### config.mk
export PLATFORM = sky130hd
export DESIGN_NAME = thbe_window
export DESIGN_NICKNAME = d
export VERILOG_FILES = /design/src/design/thbe_window.sv
export SDC_FILE = /design/constraint.sdc
export NUM_CORES = 1
export LEC_CHECK = 0
export BUFFER_PORTS_ARGS = -buffer_cell sky130_fd_sc_hd__buf_4
export CORE_AREA = 2 2 93 95
export DETAILED_ROUTE_END_ITERATION = 8
export DIE_AREA = 0 0 95 97
export PLACE_DENSITY = 0.51
export SLEW_MARGIN = 5
export SYNTH_ARGS = -nofsm -noshare
export SYNTH_HDL_FRONTEND = slang
export SYNTH_SLANG_ARGS = --single-unit
### constraint.sdc
create_clock -name i_clk -period 3.2 [get_ports i_clk]
set_input_delay 0.64 -clock i_clk [delete_from_list [all_inputs] [get_ports i_clk]]
set_output_delay 0.64 -clock i_clk [all_outputs]
set_load 0.02 [all_outputs]
### src/design/thbe_window.sv
// Binary window shift register and structuring-element match.
module thbe_window #(
    parameter int EXTENT = 3
) (
    input  logic                                      i_clk,
    input  logic                                      i_rst_n,
    input  logic                                      i_shift,
    input  logic [2*EXTENT:0]                         i_column,
    input  logic [(2*EXTENT+1)*(2*EXTENT+1)-1:0]      i_mask,
    output logic                                      o_match
);

    localparam int WIN_SIDE = 2 * EXTENT + 1;
    localparam int WIN_BITS = WIN_SIDE * WIN_SIDE;

    logic [WIN_BITS-1:0] r_window, n_window;

    // Shift each window row one column left, new column enters at the top bit
    always_comb begin
        for (int y = 0; y < WIN_SIDE; y++) begin
            n_window[y*WIN_SIDE +: WIN_SIDE] =
                {i_column[y], r_window[y*WIN_SIDE+1 +: WIN_SIDE-1]};
        end
        o_match = ((n_window & i_mask) == i_mask);
    end

    always_ff @(posedge i_clk) begin
        if (!i_rst_n) begin
            r_window <= '0;
        end else if (i_shift) begin
            r_window <= n_window;
        end
    end

endmodule

Word level (Yosys, flattened, before mapping)
Cells that the tools add are included.

storage, ports and cells
  output and inout port bits = 1
  bits in registers = 49
  logic and storage cells = 3

cells by class
  equality and inequality tests = 1
  bitwise logic cells = 1

operators by type and width
  operator        count
  $and 49x49->49  1
  $eq 49x49->1    1

Logic depth before layout (Yosys ltp)
  word-level depth = 2
  mapped depth = 4
  depth with buffers taken out = 4

Worst setup path after synthesis
No wires, ideal clock.

  path kind = in2out
  from = input port i_mask[9]
  to = output port o_match
  stages = 4
  path slack = 0.821 ns
  arrival time = 1.739 ns
  buffers on the path = 0
  cell sequence = nor2b_1 -> a2111oi_2 -> nand4_1 -> nor4_2

between the ends
  cells in the longest elaborated chain, start to end = 2

RTL lines
  item              RTL line  text
  start, declared   9         input logic [(2*EXTENT+1)*(2*EXTENT+1)-1:0] i_mask,
  $and 49x49->49    24        o_match = ((n_window & i_mask) == i_mask);
  $eq 49x49->1 (*)  24
  end, declared     10        output logic o_match

Every way passes the cells marked *; elsewhere a longest branch is shown, timed or not.

Worst setup path in the final report
  from = input port i_mask[41]
  to = output port o_match

The elaborated chain is that of the path after synthesis.

==> results by stage <==
Setup path:
- In this run the worst path has a maximum fanout of 1.
- Counting buffers and inverters, the worst setup path is 6 cells deep.
- Measured in cells, the most critical reg-to-reg path has a length of 2.
- In this run the critical register-to-register path is captured at r_window[39]$_SDFFE_PN0P_.
- The critical register-to-register path startpoint is r_window[40]$_SDFFE_PN0P_.
- The start point of the critical path is i_mask[41].
- Counting stages on the worst path, the most repeated cell is sky130_fd_sc_hd__buf_4.
- The worst setup path is launched from a primary input.
- The number of buffers and inverters on the critical path is 2.
- The end of the critical path is o_match.
- The category of the worst setup path capture point is a primary output.
- Walking the worst path, the cells encountered are buf_4 > and2b_1 > a2111oi_0 > nand4_1 > nor4_2 > buf_4.
- The setup path with the least slack is of type in2out.
- The critical path required time is between 2 and 3 ns.
- The slowest stage of the critical path belongs to the cell sky130_fd_sc_hd__a2111oi_0.
- The family with the most delay on the worst path is compound AO/OA/AOI/OAI gates.
- The data arrival time at the worst-slack endpoint is 2.19 ns.
- The register-to-register path setup slack is about 2.5 ns.
- The maximum single-stage delay on the critical path is slightly above 0.7 ns.

STA:
- In the final timing run, aggregate negative setup slack is 0 ns.
- The post-route minimum period is roughly 2.8 ns.
- The transition time at the pin with the least slew margin is 0.791 ns.
- The total count of max-transition violations in the final report was 0.
- The setup-violating endpoint count in the final report is 0.
- Headroom to the max-slew limit came out at 0.459.
- The number of hold-slack violations in the final timing report came to 0.
- The final period utilization is 0.884.
- Based on the critical path, the design can be clocked at up to between 300 and 400 MHz.
- The worst setup skew after layout is between 0.003 and 0.004 ns.
- Setup repair after global routing left no endpoint under its margin.

Finish:
- The footprint of the multi-input gates is ~1100 sq um.
- Compared with the post-synthesis result, the final layout area differs by 33.7%.
- The count of cells in the finished layout, fillers not included, comes to approximately 370.
- The area taken by flip-flops and latches is about 840 sq um.
- The largest registers in the layout are r_window (42).
- The register with the most flip-flops in the layout has between 40 and 50 of them.
- The register containing the most flip-flops in the final layout is r_window.
- The number of diodes added for antenna fixing is 0.
- The number of fill cells in the layout is about 850.
- Of the cells placed in the final design, the portion with a size suffix greater than 1 is 0.279.
- The final standard cell utilization of the core is 0.330.
- At the end of the flow, the number of nets in the layout was 320.

Global route:
- The via count of the first global-routing pass was approximately 1500.
- The maximum number of pins on one net before global-route repair is between 40 and 50.
- The overall routing resource usage is 0.112.
- The initial antenna violation count is 0.
- The global-route wire length before repair is 7.72 mm.
- The residual overflow from global routing is 0.

Placement:
- The quantity of I/O buffers inserted on ports is slightly below 60.
- Detailed placement finished with a half-perimeter wire length of between 3 and 4 mm.
- The final estimated routing congestion in global placement is between 0.7 and 0.8.
- Counting tap cells, the placed design contains a total of ~360 instances.

Synth:
- The area share of the largest cell type after synthesis is 0.418.
- The cell type with the largest total area after synthesis is sky130_fd_sc_hd__dfxtp_1.
- The net count of the mapped netlist is approximately 260.
- Counting flops and latches in the post-synthesis netlist gives 42.
- The combined area of all synthesized cells is 2010 sq um.
- The count of unique library cells instantiated by Yosys is 16.
- The most common flop cell mapped by yosys is sky130_fd_sc_hd__dfxtp_1.
- The number of cells produced by synthesis is approximately 200.
- Ranked by total cell area, the synthesized netlist is headed by sky130_fd_sc_hd__dfxtp_1, sky130_fd_sc_hd__mux2i_1, sky130_fd_sc_hd__nor2b_1.
- The share of flip-flops with an asynchronous set or reset after synthesis is 0.
- The sequential share of the synthesized area is 0.418.
- The number of warnings printed during yosys synthesis is 0.
- sky130_fd_sc_hd__nor2b_1 is the most common cell in the netlist.
- In this run, synthesis inferred 0 flip-flops with an integrated enable.
- Sorting the synthesized cells by how often they occur yields sky130_fd_sc_hd__nor2b_1, sky130_fd_sc_hd__dfxtp_1, sky130_fd_sc_hd__mux2i_1.
- The mean instance size in the synthesized netlist is 9.86 sq um.

Power:
- The ratio of total power to cell area is about 440 nW/um^2.
- Summing internal, switching and leakage power gives 0.00119 W.
- The leakage component of the power is between 1 and 1.5 nW.
- The largest voltage drop on the vdd net is 0.224 mV.

Floorplan:
- The total die area is slightly above 9000 sq um.
- The standard-cell row count is 33.
- The die width is 95 microns.
- The initial utilization of the core area, before any placement, comes to 0.247.
- The total core area is slightly above 8000 sq um.
- During I/O placement, the number of pins put on the boundary was 60.
- In this run the vertical extent of the chip is a little under 100 microns.

Detailed routing:
- After the first detailed-routing iteration, the DRC count stood at 84.
- The pre-antenna-repair detailed-routing pass consisted of 4 iterations.
- The wire length per cell after detailed routing is about 13 microns.
- The post-detailed-route via-to-cell ratio is around 4.2.
- The routed wire length is ~4.9 mm.
- The count of vias placed by the detailed router is ~1500.
- The remaining number of nets flagged by the antenna check after routing is 0.
- The number of DRC violations after detailed routing is 0.

Clock tree:
- The clock input transition at the sequential cells of the worst setup and hold paths is ~0.08 ns.
- The H-tree was split into 2 levels.
- The TritonCTS buffer count is 5.
- Buffers inserted to repair hold after CTS numbered 0.
- Counting along the longest clock path gives a buffer depth of 2.
- For the worst-skew pair, the clock arrives at the later sink with an insertion delay of between 0.2 and 0.3 ns.
- The clock root buffer master is sky130_fd_sc_hd__clkbuf_8.
- The number of buffers inserted by post-CTS setup repair is 0.
- After clock tree synthesis, the repair step resized 0 gates.
- TritonCTS built the clock tree.
- The TritonCTS sink count is 42.

Min path:
- The type of the most critical hold path is reg2reg.

Flow run:
- The tool flagged a number of max-cap violations equal to 0.

Outcome:
- The run finished with clean final reports.
## worst min-delay path by stage
stage                              start                   endpoint  cells after the start
6_report       r_window[29]$_SDFFE_PN0P_  r_window[29]$_SDFFE_PN0P_                      2
5_1_grt        r_window[43]$_SDFFE_PN0P_  r_window[43]$_SDFFE_PN0P_                      2
4_1_cts        r_window[36]$_SDFFE_PN0P_  r_window[36]$_SDFFE_PN0P_                      2
3_5_place_dp   r_window[29]$_SDFFE_PN0P_  r_window[29]$_SDFFE_PN0P_                      2
3_3_place_gp   r_window[29]$_SDFFE_PN0P_  r_window[29]$_SDFFE_PN0P_                      2
2_1_floorplan  r_window[29]$_SDFFE_PN0P_  r_window[29]$_SDFFE_PN0P_                      2
## through the flow
stage / worst slack [ns] / cell area (sq um) / hold WS [ns]
floorplan: 0.821 / 2010 / 0.475
global placement: 0.357 / 2540 / 0.488
detailed placement: 0.321 / 2540 / 0.505
CTS: 0.321 / 2690 / 0.528
global route: 0.233 / 2690 / 0.553
finish: 0.371 / 2690 / 0.518
## report_power, final
group          internal, W  leakage [nW]  total [W]  switching (W)
Sequential        0.000533         0.340   0.000542     0.00000927
Clock             0.000333        0.0714   0.000512       0.000179
Combinational    0.0000854         0.707   0.000137      0.0000520
## cells by family (layout without fill, tap and decap cells)
family / count (synthesis) / after routing / share of synthesized area
simple gates: 75 / 75 / 0.238
compound gates: 15 / 15 / 0.0753
mux: 42 / 42 / 0.209
buf+inv: 30 / 88 / 0.0591
flops: 42 / 42 / 0.418
## layer usage
metal / vias to the layer above / routed length [microns] / track usage
met2: 50 / 2130 / 0.160
met3: 2 / 359 / 0.0343
met5: - / 0 / 0
li1: 793 / - / -
met1: 695 / 2430 / 0.161
met4: 0 / 23 / 0.0301
## final cells by class
type,instances,share of cell area
inverter,21,0.0293
tap,105,0.0489
sequential,42,0.313
multi-input combinational,132,0.391
timing repair buffer,59,0.165
clock buffer,6,0.0307
clock inverter,2,0.0223
## layout by cell type (no fill, tap or decap)
master	Yosys	final
sky130_fd_sc_hd__nor2b_1	67	67
sky130_fd_sc_hd__buf_4	0	59
sky130_fd_sc_hd__mux2i_1	42	42
sky130_fd_sc_hd__dfxtp_1	42	42
sky130_fd_sc_hd__inv_1	21	21
sky130_fd_sc_hd__clkbuf_8	0	6
sky130_fd_sc_hd__a2111oi_2	5	5
sky130_fd_sc_hd__a2111oi_0	4	4
sky130_fd_sc_hd__nand4_1	3	3
sky130_fd_sc_hd__o22ai_1	3	3
sky130_fd_sc_hd__and2b_1	3	3
sky130_fd_sc_hd__bufinv_16	0	2
sky130_fd_sc_hd__a22oi_1	1	1
sky130_fd_sc_hd__a21oi_1	1	1
sky130_fd_sc_hd__a222oi_1	1	1
sky130_fd_sc_hd__or3_1	1	1
sky130_fd_sc_hd__nor4_2	1	1
## worst min-delay path: stages (launching register included)
cell and delay (ns):
sky130_fd_sc_hd__dfxtp_1 0.33, sky130_fd_sc_hd__mux2i_1 0.06, sky130_fd_sc_hd__nor2b_1 0.09
Power figures use the tool's default switching activity.
