[config.mk]
export PLATFORM = sky130hd
export DESIGN_NAME = thbe_counters
export DESIGN_NICKNAME = d
export VERILOG_FILES = /design/src/design/thbe_pkg.sv /design/src/design/thbe_counters.sv
export SDC_FILE = /design/constraint.sdc
export NUM_CORES = 1
export LEC_CHECK = 0
export BUFFER_PORTS_ARGS = -buffer_cell sky130_fd_sc_hd__buf_2
export CORE_UTILIZATION = 48
export DETAILED_ROUTE_END_ITERATION = 7
export GPL_ROUTABILITY_DRIVEN = 0
export HOLD_SLACK_MARGIN = 0.06
export PLACE_DENSITY = 0.73
export REMOVE_ABC_BUFFERS = 1
export SLEW_MARGIN = 10
export SYNTH_ARGS = -nofsm -noshare
export SYNTH_HDL_FRONTEND = slang
export SYNTH_SLANG_ARGS = --single-unit
[constraint.sdc]
create_clock -name i_clk -period 4.35 [get_ports i_clk]
set_clock_uncertainty 0.05 [all_clocks]
set_input_delay 0.435 -clock i_clk [delete_from_list [all_inputs] [get_ports i_clk]]
set_output_delay 0.435 -clock i_clk [all_outputs]
set_load 0.005 [all_outputs]
[src/design/thbe_pkg.sv]
// Shared types and constants of the thresholded binary erosion block.
package thbe_pkg;

    // Field and register widths fixed by the block's register map
    localparam int PIX_W      = 8;
    localparam int THR_W      = 8;
    localparam int MASK_W     = 49;
    localparam int RLEN_W     = 11;
    localparam int CFG_DATA_W = 49;
    localparam int CFG_IDX_W  = 2;

    // Configuration register indexes
    localparam logic [CFG_IDX_W-1:0] CFG_THRESHOLD    = 2'd0;
    localparam logic [CFG_IDX_W-1:0] CFG_ELEMENT_MASK = 2'd1;
    localparam logic [CFG_IDX_W-1:0] CFG_ROW_LENGTH   = 2'd2;

    // Register reset values
    localparam logic [THR_W-1:0]  THRESHOLD_RESET  = 8'd128;
    localparam logic [RLEN_W-1:0] ROW_LENGTH_RESET = 11'd1024;

    // Output pixel levels
    localparam logic [PIX_W-1:0] PIX_SET   = 8'hFF;
    localparam logic [PIX_W-1:0] PIX_CLEAR = 8'h00;

    // Position flags of one pixel, worked out when it is accepted
    typedef struct packed {
        logic valid;   // full window lies inside the frame
        logic last;    // last pixel of its row
    } t_pos_flags;

endpackage

[src/design/thbe_counters.sv]
// Column and row counters of the erosion block, with window validity flags.
module thbe_counters #(
    parameter int EXTENT  = 3,
    parameter int MAX_ROW = 1024
) (
    input  logic                       i_clk,
    input  logic                       i_rst_n,
    input  logic                       i_accept,
    input  logic                       i_frame_start,
    input  logic [$clog2(MAX_ROW)-1:0] i_len_m1,
    output logic [$clog2(MAX_ROW)-1:0] o_col,
    output thbe_pkg::t_pos_flags       o_flags
);

    localparam int COL_W = $clog2(MAX_ROW);
    localparam int HIST  = 2 * EXTENT;
    localparam int RS_W  = $clog2(HIST + 1);

    logic [COL_W-1:0] r_col, n_col;
    logic [RS_W-1:0]  r_rows, n_rows;
    logic [RS_W-1:0]  rows_now;
    logic             last;

    // Clear both counters ahead of the first pixel of a frame
    always_comb begin
        o_col    = i_frame_start ? '0 : r_col;
        rows_now = i_frame_start ? '0 : r_rows;
        last     = (o_col >= i_len_m1);
        o_flags.last  = last;
        o_flags.valid = (rows_now == RS_W'(HIST)) && (o_col >= COL_W'(HIST));
        n_col  = last ? '0 : o_col + COL_W'(1);
        n_rows = (last && (rows_now != RS_W'(HIST))) ? rows_now + RS_W'(1) : rows_now;
    end

    always_ff @(posedge i_clk) begin
        if (!i_rst_n) begin
            r_col  <= '0;
            r_rows <= '0;
        end else if (i_accept) begin
            r_col  <= n_col;
            r_rows <= n_rows;
        end
    end

endmodule

* Yosys cells after proc, flatten, opt, wreduce, memory -nomap -nowiden
Index checks and enable logic that the tools add are counted.
** Storage, ports and cells
- Flip-flop bits (word level) :: 13
- Bits of input ports :: 14
** Operators by class
- Add/sub/neg operators :: 2
- Magnitude comparators :: 2
- Equal/unequal tests :: 2
- Muxes and demuxes :: 4
- Reductions and logical operators :: 2
** Operator list (number)
- two-way mux 10 bit :: 2
- adder 10 x 1 -> 10 bit, second input constant :: 1
- greater-or-equal comparator 10 bit :: 1
- greater-or-equal comparator 10 x 3 -> 1 bit, second input constant :: 1
- two-way mux 3 bit :: 2
- adder 3 x 1 -> 3 bit, second input constant :: 1
- == test 3 bit, second input constant :: 1
- != test 3 bit, second input constant :: 1
- logical AND 1 bit :: 2

* Depth between registers and ports, before layout
Gate-level depths: netlist of the first run.
- Depth in word-level cells :: 4
- Depth in mapped cells :: 10

* Worst setup path after synthesis of the first run
No wires, ideal clock.
- Kind :: input port to output port
- Start :: in i_frame_start
- End :: out o_flags[0] (netlist bit)
- Arrival time :: 2.108 ns
- Slack :: 1.757 ns
- Cell stages on the path :: 9
- Buffers on the path :: 2
- Cell sequence :: clkbuf_1 -> nor2b_1 -> ha_1 -> and4_1 -> and4b_1 -> a31oi_1 -> and3_4 -> inv_2 -> buf_4
** On the way
- Word-level cells in the longest chain between the ends :: 2
** RTL lines
- start: declaration :: RTL line thbe_counters.sv:9 : input logic i_frame_start,
- two-way mux 10 bit :: RTL line thbe_counters.sv:26 : o_col = i_frame_start ? '0 : r_col;
- net o_col[7] :: RTL line thbe_counters.sv:11 : output logic [$clog2(MAX_ROW)-1:0] o_col,
- greater-or-equal comparator 10 bit :: RTL line thbe_counters.sv:28 : last = (o_col >= i_len_m1);
- end: declaration :: RTL line thbe_counters.sv:12 : output thbe_pkg::t_pos_flags o_flags
The timed path passes the listed nets, and every way through them passes these cells.

==> impl_metrics.json, run 1 <==
{
  "drcViolationCount": 0,
  "hold_depth": 2,
  "holdWs_ns": 0.415,
  "r2r-end": "r_col[1]$_SDFFE_PN0P_",
  "rrSetupSlack_ns": 1.80,
  "cp.required_ns": 3.87,
  "power_density_nw_per_um2": 181,
  "maxCapViolCount": 0,
  "crit_arrival_ns": 2.40,
  "place_ws_ns": 1.49,
  "drive_gt1_share_pct": 19.0,
  "synth-compound-area-share_pct": 16.0,
  "yosys.area_share.simple_pct": 34.8,
  "holdCritPathClass": "reg -> reg",
  "nNetsFinal": 196,
  "overflow": 0,
  "wirelength_mm": 2.60,
  "layout_setup_ws_ns": 1.47,
  "post-cts-setup-buffer-count": 0,
  "h-tree-depth": 1,
  "wire_per_inst_um": 13.3,
  "min_period_ns": 2.88,
  "drt_iter0_drc": 27,
  "globalRouteMet3Util_pct": 5.56,
  "cp_num_cells": 8,
  "synth_ff_type": "dfxtp_1",
  "synth_xor_area_share_pct": 0.795,
  "grt_max_degree": 22,
  "synth.area.mux_share_pct": 2.73,
  "postRouteAntennaNets": 0,
  "syn_inst": 145,
  "slowest_stage": "nor2b_1",
  "io_pins": 26,
  "leakage_nw": 0.644,
  "fp.coreArea_um2": 2060,
  "tns_ns": 0,
  "tightest_slew_ns": 0.470,
  "finalPower_mw": 0.228,
  "path_buf_inv": 2,
  "track_usage_pct": 22.2,
  "min_period_over_period_pct": 66.3,
  "vias": 1094,
  "ctsHoldBuffers": 0,
  "diodes": 0,
  "cts_tree": "yes",
  "busiest_layer": "met2",
  "num_rows": 16,
  "ys_ff_latch": 13,
  "cts_root_buf": "clkbuf_4",
  "avgSynthCellArea_um2": 7.59,
  "cp-end-kind": "primary output",
  "crit_chain": "nor2b_1, ha_1, and4_1, and4b_1, a31oi_1, and3_4, inv_2, buf_2",
  "async_reset_ff_share_pct": 0,
  "drt-pass1-iter-count": 4,
  "numPortBuffers": 25,
  "final_util_pct": 61.0,
  "syn_area_um2": 1100,
  "clk-insertion-delay-late_ns": 0.28,
  "numClockSinks": 13,
  "final_cell_mix": "buf_2, nand2_1, ha_1, dfxtp_1",
  "ir_drop_mv": 0.117,
  "syn2layout_area_growth_pct": 14.3,
  "synth.yosys.seq_area_share_pct": 23.6,
  "met1_usage_pct": 27.6,
  "crit_path_max_fanout": 12,
  "start_kind": "register",
  "rsz0062_at_grt": "false",
  "cts_resized": 0,
  "status": "complete, no violations",
  "r2r_start": "r_col[7]$_SDFFE_PN0P_",
  "die_area_um2": 2490,
  "cts_made_buffers": 3,
  "holdPathEnd": "r_rows[1]$_SDFFE_PN0P_",
  "worstHoldStart": "r_rows[1]$_SDFFE_PN0P_",
  "maxSlewHeadroom_pct": 68.5,
  "antenna_found_initial": 0,
  "via_per_inst": 5.61,
  "crit_family": "simple AND/OR/NAND/NOR gates",
  "setup_violations": 0,
  "start_util_pct": 53.4,
  "die_h_um": 49.9,
  "ys_types": 44,
  "final_common_cell": "buf_2",
  "hpwlAfterDp_mm": 1.98,
  "path_clk_slew_ns": 0.08,
  "maxSlewViolCount": 0,
  "path_class": "reg -> out",
  "synth_edf_count": 0,
  "max_freq_mhz": 347,
  "synth_fa_ha_area_share_pct": 14.8,
  "cpPeakStageDelay_ns": 0.37,
  "hold_violations": 0,
  "grt_util_met2_pct": 37.8,
  "cts_max_path_buffers": 2,
  "synth_top_family_by_area": "simple AND/OR/NAND/NOR gates",
  "r2r_cells": 9,
  "die_w_um": 49.9,
  "ys_warn_count": 0,
  "grt_pass1_wl_mm": 4.31,
  "grt_pass1_vias": 981
}
==> sequential cells by signal, indices dropped and copies added, names as in the netlist <==
signal,flops
r_col,10
r_rows,3
==> stage by stage <==
stage	std cells	cell area [µm²]
after floorplan	139	1070
after global placement	191	1230
after detailed placement	191	1230
after CTS	195	1260
after global routing	195	1260
final	195	1260
==> worst max-delay path by stage <==
stage	end	start
2_1_floorplan	r_col[1]$_SDFFE_PN0P_	i_frame_start
6_report	o_flags[0]	r_col[7]$_SDFFE_PN0P_
3_5_place_dp	o_flags[0]	i_frame_start
5_1_grt	o_flags[0]	r_col[7]$_SDFFE_PN0P_
4_1_cts	o_flags[0]	r_col[7]$_SDFFE_PN0P_
3_3_place_gp	o_flags[0]	i_frame_start
==> Yosys cell counts, types with 2 or more instances <==
| master | n | area share, % |
|---|---|---|
| a21boi_0 | 2 | 1.4 |
| a21oi_1 | 2 | 0.91 |
| a31oi_1 | 2 | 1.1 |
| and2_1 | 2 | 1.1 |
| and3_1 | 5 | 2.8 |
| clkbuf_1 | 4 | 1.4 |
| dfxtp_1 | 13 | 24 |
| ha_1 | 13 | 15 |
| inv_1 | 12 | 4.1 |
| mux2i_1 | 3 | 2.7 |
| nand2_1 | 18 | 6.1 |
| nand2b_1 | 2 | 1.1 |
| nand3_1 | 11 | 5.0 |
| nor2_1 | 4 | 1.4 |
| nor2b_1 | 12 | 6.8 |
| nor4_1 | 3 | 1.7 |
| o21ai_0 | 10 | 4.5 |
==> per-layer routing <==
metal / routed length (µm) / part of all wire [%] / vias up
met3: 113 / 4.3 / 2
met4: 15 / 0.58 / 0
met1: 1190 / 46 / 510
met2: 1280 / 49 / 27
li1: - / - / 555
met5: 0 / 0 / -
==> worst reg2reg max path: stages (launching register included) <==
cell      delay, ns
dfxtp_1        0.36
nor2b_1        0.37
ha_1           0.32
and4_1         0.22
and4b_1        0.17
a31oi_1        0.19
and3_4         0.29
inv_2          0.08
or3_1          0.31
a21boi_1       0.13
==> area by class of cell <==
cell class              count  area, µm²
fillers                   180        803
clock buffers               4       26.3
well taps                  27       33.8
inverters                  14       52.6
flip-flops and latches     13        260
repair buffers             25        125
multi-input cells         112        761
==> power breakdown <==
| part | switching (mW) | internal (mW) | total [mW] |
|---|---|---|---|
| sequential | 0.000986 | 0.120 | 0.121 |
| combinational | 0.0182 | 0.0119 | 0.0300 |
| clock | 0.0413 | 0.0356 | 0.0768 |
| total | 0.0604 | 0.167 | 0.228 |
==> kinds of logic (layout without fill, tap and decap cells) <==
logic type	count (synthesis)	count (layout)
buffers and inverters	20	43
adder cells (fa/ha/maj)	13	13
AND/OR/NAND/NOR	68	68
XOR/XNOR	1	1
multiplexers	3	3
flip-flops	13	13
AO/OA/AOI/OAI	27	27
No activity file was read; power rests on OpenSTA's default activity.
==> run 2, diff against run 1 <==
PLACE_DENSITY = 0.75   (was 0.73)
clock period = 2.4 ns   (was 4.35 ns; I/O delays follow)
==> run 2 against run 1 <==
Net effect:
- register-to-register slack got worse by 1.7 ns
- count of clock-buffer cells in the layout unchanged
- die area unchanged
- highest routed layer unchanged
- wire length increased by 11%
- first-iteration DRC count increased by 110%
- clock power increased by 88%
- non-clock buffer count increased by 12
- critical path depth increased by 1
- hold slack got worse by 0.21 ns
==> impl_metrics.json, run 2 (synthesized netlist as in run 1, its figures left out) <==
{
  "postRouteAntennaNets": 0,
  "reg_top3": "r_col (10), r_rows (3)",
  "tns_ns": 0,
  "drive_gt1_share_pct": 30.0,
  "track_usage_pct": 25.1,
  "maxSlewViolCount": 0,
  "grt_pass1_vias": 1060,
  "min_period_ns": 2.34,
  "max_freq_mhz": 427,
  "wire_per_inst_um": 13.9,
  "ctsHoldBuffers": 0,
  "drt_iter0_drc": 58,
  "die_area_um2": 2490,
  "path_clk_slew_ns": 0.08,
  "final_common_cell": "buf_2",
  "vias": 1179,
  "cts_root_buf": "clkbuf_4",
  "cp-startpoint": "r_col[6]$_SDFFE_PN0P_",
  "cpPeakStageDelay_ns": 0.52,
  "via_per_inst": 5.70,
  "cp.required_ns": 2.58,
  "h-tree-depth": 1,
  "critPathCapture": "r_rows[1]$_SDFFE_PN0P_",
  "status": "complete, no violations",
  "r2r_start": "r_col[6]$_SDFFE_PN0P_",
  "path_buf_inv": 1,
  "cp-end-kind": "register",
  "largest_reg_flops": 10,
  "start_util_pct": 53.4,
  "drcViolationCount": 0,
  "crit_arrival_ns": 2.53,
  "cts_max_path_buffers": 2,
  "num_rows": 16,
  "maxCapViolCount": 0,
  "wirelength_mm": 2.88,
  "hpwlAfterDp_mm": 2.17,
  "fp.coreArea_um2": 2060,
  "maxSlewHeadroom_pct": 68.8,
  "cts_tree": "yes",
  "place_ws_ns": 0.0825,
  "layout_setup_ws_ns": 0.0562,
  "cp_num_cells": 9,
  "rsz0062_at_grt": "true",
  "power_density_nw_per_um2": 308,
  "final_cell_mix": "buf_2, nand2_1, ha_1",
  "die_w_um": 49.9,
  "path_class": "reg -> reg",
  "io_pins": 26,
  "grt_pass1_wl_mm": 4.74,
  "grt_max_degree": 22,
  "overflow": 0,
  "syn2layout_area_growth_pct": 24.9,
  "clk-insertion-delay-late_ns": 0.29,
  "setup_violations": 0,
  "tightest_slew_ns": 0.465,
  "die_h_um": 49.9,
  "numClockSinks": 13,
  "rrSetupSlack_ns": 0.06,
  "drt-pass1-iter-count": 4,
  "leakage_nw": 0.714,
  "crit_path_max_fanout": 11,
  "top_register": "r_col",
  "r2r_cells": 9,
  "diodes": 0,
  "start_kind": "register",
  "ir_drop_mv": 0.221,
  "hold_violations": 0,
  "crit_family": "simple AND/OR/NAND/NOR gates",
  "nNetsFinal": 208,
  "crit_chain": "nor2b_2, ha_1, and4_1, and4b_1, a31oi_1, and3_4, buf_6, or4b_4, o21ai_2",
  "antenna_found_initial": 0,
  "worstHoldStart": "i_accept",
  "numPortBuffers": 25,
  "holdCritPathClass": "in -> reg",
  "slowest_stage": "or4b_4",
  "cts_made_buffers": 3,
  "min_period_over_period_pct": 97.7,
  "r2r-end": "r_rows[1]$_SDFFE_PN0P_"
}
## run 2: stage by stage
step                power, mW  instances  hold WS (ns)  utilization, %  area [µm²]
detailed placement      0.282        200         0.437            63.0        1300
CTS                     0.424        205         0.204            64.7        1330
global placement        0.278        200         0.401            63.0        1300
finish                  0.423        207         0.201            66.7        1380
floorplan               0.250        139         0.312               -        1070
global route            0.444        207         0.217            66.7        1380
## run 2: layout make-up
class / count / area (µm²)
clock buffers: 4 / 26.3
repair buffers: 37 / 219
flip-flops and latches: 13 / 265
multi-input cells: 112 / 778
inverters: 14 / 52.6
well taps: 27 / 33.8
fillers: 179 / 687
## run 2: worst min-delay path: cells and delay by family
family,cells,cell delay (ns)
buffers and inverters,1,0.15
AOI/OAI and AO/OA,1,0.06
and+or+nand+nor,1,0.07
## run 2: worst min path at each step
stage	end	cells after the start
after floorplan	r_col[2]$_SDFFE_PN0P_	1
after global placement	r_rows[1]$_SDFFE_PN0P_	2
after detailed placement	r_col[9]$_SDFFE_PN0P_	2
after CTS	r_col[9]$_SDFFE_PN0P_	3
after global routing	r_col[9]$_SDFFE_PN0P_	3
final	r_col[9]$_SDFFE_PN0P_	3
## run 2: timing repair
action,4_1_cts,5_1_grt
buffers inserted,1,2
gates resized for setup,0,12
gates cloned,0,0
pin swaps,0,3
endpoints found under the setup margin,1,2
## run 2: power by group
part	total [mW]	leakage [nW]	internal, mW	switching, mW
Combinational	0.0599	0.592	0.0245	0.0354
Sequential	0.219	0.107	0.217	0.00192
Clock	0.144	0.0150	0.0649	0.0790
Total	0.423	0.714	0.307	0.116
## run 2: metal layers
layer  global-route usage (%)  vias to the layer above  share of wire (%)
met4                     10.0                        0                2.6
met3                     4.63                        9                5.8
met2                     44.6                       47                 51
met1                     29.3                      543                 41
met5                        0                        -                  0
li1                         -                      580                  -
==> run 3, diff against run 2 <==
PLACE_DENSITY = 0.73   (was 0.75)
clock period = 2.3 ns   (was 2.4 ns; I/O delays follow)
==> run 3 against run 2 <==
Net effect:
- first-iteration DRC count shrank 41%
- critical path depth is the same
- critical endpoint unchanged
- core utilization grew 4.9 points
==> impl_metrics.json, run 3 (synthesized netlist as in run 1, its figures left out) <==
{
  "status": "complete, no violations",
  "multi_input_area_um2": 833,
  "drive_gt1_share_pct": 34.4,
  "cp.required_ns": 2.47,
  "fp.coreArea_um2": 2060,
  "final_common_cell": "buf_2",
  "antenna_found_initial": 0,
  "largest_reg_flops": 10,
  "clk-insertion-delay-late_ns": 0.28,
  "fillers": 177,
  "postRouteAntennaNets": 0,
  "grt_max_degree": 22,
  "grt_pass1_vias": 1175,
  "crit_family": "simple AND/OR/NAND/NOR gates",
  "die_area_um2": 2490,
  "min_period_over_period_pct": 98.0,
  "h-tree-depth": 1,
  "holdCritPathClass": "in -> reg",
  "wire_per_inst_um": 14.4,
  "numPortBuffers": 25,
  "path_buf_inv": 1,
  "diodes": 0,
  "die_w_um": 49.9,
  "maxSlewViolCount": 0,
  "ir_drop_mv": 0.348,
  "overflow": 0,
  "holdWs_ns": 0.226,
  "vias": 1185,
  "drcViolationCount": 0,
  "slowest_stage": "or4b_1",
  "cts_max_path_buffers": 2,
  "via_per_inst": 5.56,
  "numClockSinks": 13,
  "num_rows": 16,
  "min_period_ns": 2.25,
  "cts_made_buffers": 3,
  "drt-pass1-iter-count": 4,
  "place_area_um2": 1340,
  "post-route-cell-area_um2": 1480,
  "crit_path_max_fanout": 5,
  "power_density_nw_per_um2": 299,
  "nNetsFinal": 214,
  "drt_iter0_drc": 34,
  "die_h_um": 49.9,
  "final_cell_mix": "buf_2, nand2_1, buf_4",
  "path_class": "reg -> reg",
  "io_pins": 26,
  "hold_violations": 0,
  "grt_pass1_wl_mm": 5.19,
  "crit_arrival_ns": 2.42,
  "hpwlAfterDp_mm": 2.25,
  "ctsHoldBuffers": 0,
  "final_cells": 213,
  "maxSlewHeadroom_pct": 69.5,
  "track_usage_pct": 26.9,
  "cp-end-kind": "register",
  "tns_ns": 0,
  "wirelength_mm": 3.08,
  "cpPeakStageDelay_ns": 0.51,
  "leakage_nw": 0.738,
  "top_register": "r_col",
  "maxCapViolCount": 0,
  "post-place-cells": 205,
  "rsz0062_at_grt": "true",
  "tightest_slew_ns": 0.455,
  "cts_tree": "yes",
  "reg_top3": "r_col (10), r_rows (3)",
  "cts_root_buf": "clkbuf_4",
  "crit_chain": "nor2b_4, ha_1, and4_4, and4b_1, a31oi_1, and3_4, buf_6, or4b_1, o21ai_1",
  "start_kind": "register",
  "setup_violations": 0,
  "register_area_um2": 267,
  "path_clk_slew_ns": 0.08,
  "max_freq_mhz": 444,
  "start_util_pct": 53.4,
  "syn2layout_area_growth_pct": 34.1
}
==> run 3: worst min-delay path, stage by stage <==
cell and delay, ns:
buf_2 0.15, nand2_1 0.07, o31ai_1 0.06
==> run 3: area by class of cell <==
cell class	count	share of cell area, %
tap	27	2.29
sequential	13	18.1
multi-input combinational	112	56.4
timing repair buffer	43	17.9
clock buffer	4	1.78
inverter	14	3.56
==> run 3: where the power goes <==
part	total (mW)	switching [mW]	internal [mW]	leakage, nW
Sequential	0.229	0.00209	0.227	0.108
Clock	0.144	0.0769	0.0673	0.0150
Combinational	0.0679	0.0395	0.0284	0.615
==> run 3: final timing paths <==
path                           from                      to  slack, ns  cells past startpoint
min reg2reg  r_rows[1]$_SDFFE_PN0P_  r_rows[1]$_SDFFE_PN0P_       0.42                      2
max           r_col[6]$_SDFFE_PN0P_  r_rows[1]$_SDFFE_PN0P_       0.05                      9
min                        i_accept   r_col[9]$_SDFFE_PN0P_       0.23                      3
max reg2reg   r_col[6]$_SDFFE_PN0P_  r_rows[1]$_SDFFE_PN0P_       0.05                      9
==> run 3: repair_timing <==
action / 4_1_cts / 5_1_grt
gates cloned: 0 / 0
pin swaps: 0 / 8
setup endpoints to repair: 1 / 6
gates resized for setup: 0 / 21
endpoints found under the hold margin: 0 / 0
setup buffers: 1 / 3
==> run 3: routing by layer <==
metal | vias to the layer above | wire [µm] | track usage [%]
met5 | - | 0 | 0
met4 | 0 | 73 | 2.38
met3 | 8 | 140 | 5.86
met2 | 35 | 1550 | 50.0
met1 | 550 | 1310 | 32.1
li1 | 592 | - | -
==> run 3: stage by stage <==
step,util [%],power (mW),setup WS [ns]
3_3_place_gp,64.9,0.292,0.0864
5_1_grt,71.6,0.466,-0.0213
2_1_floorplan,-,0.261,-0.00527
4_1_cts,66.5,0.436,-0.0155
3_5_place_dp,64.9,0.296,0.00448
6_report,71.6,0.441,0.0459
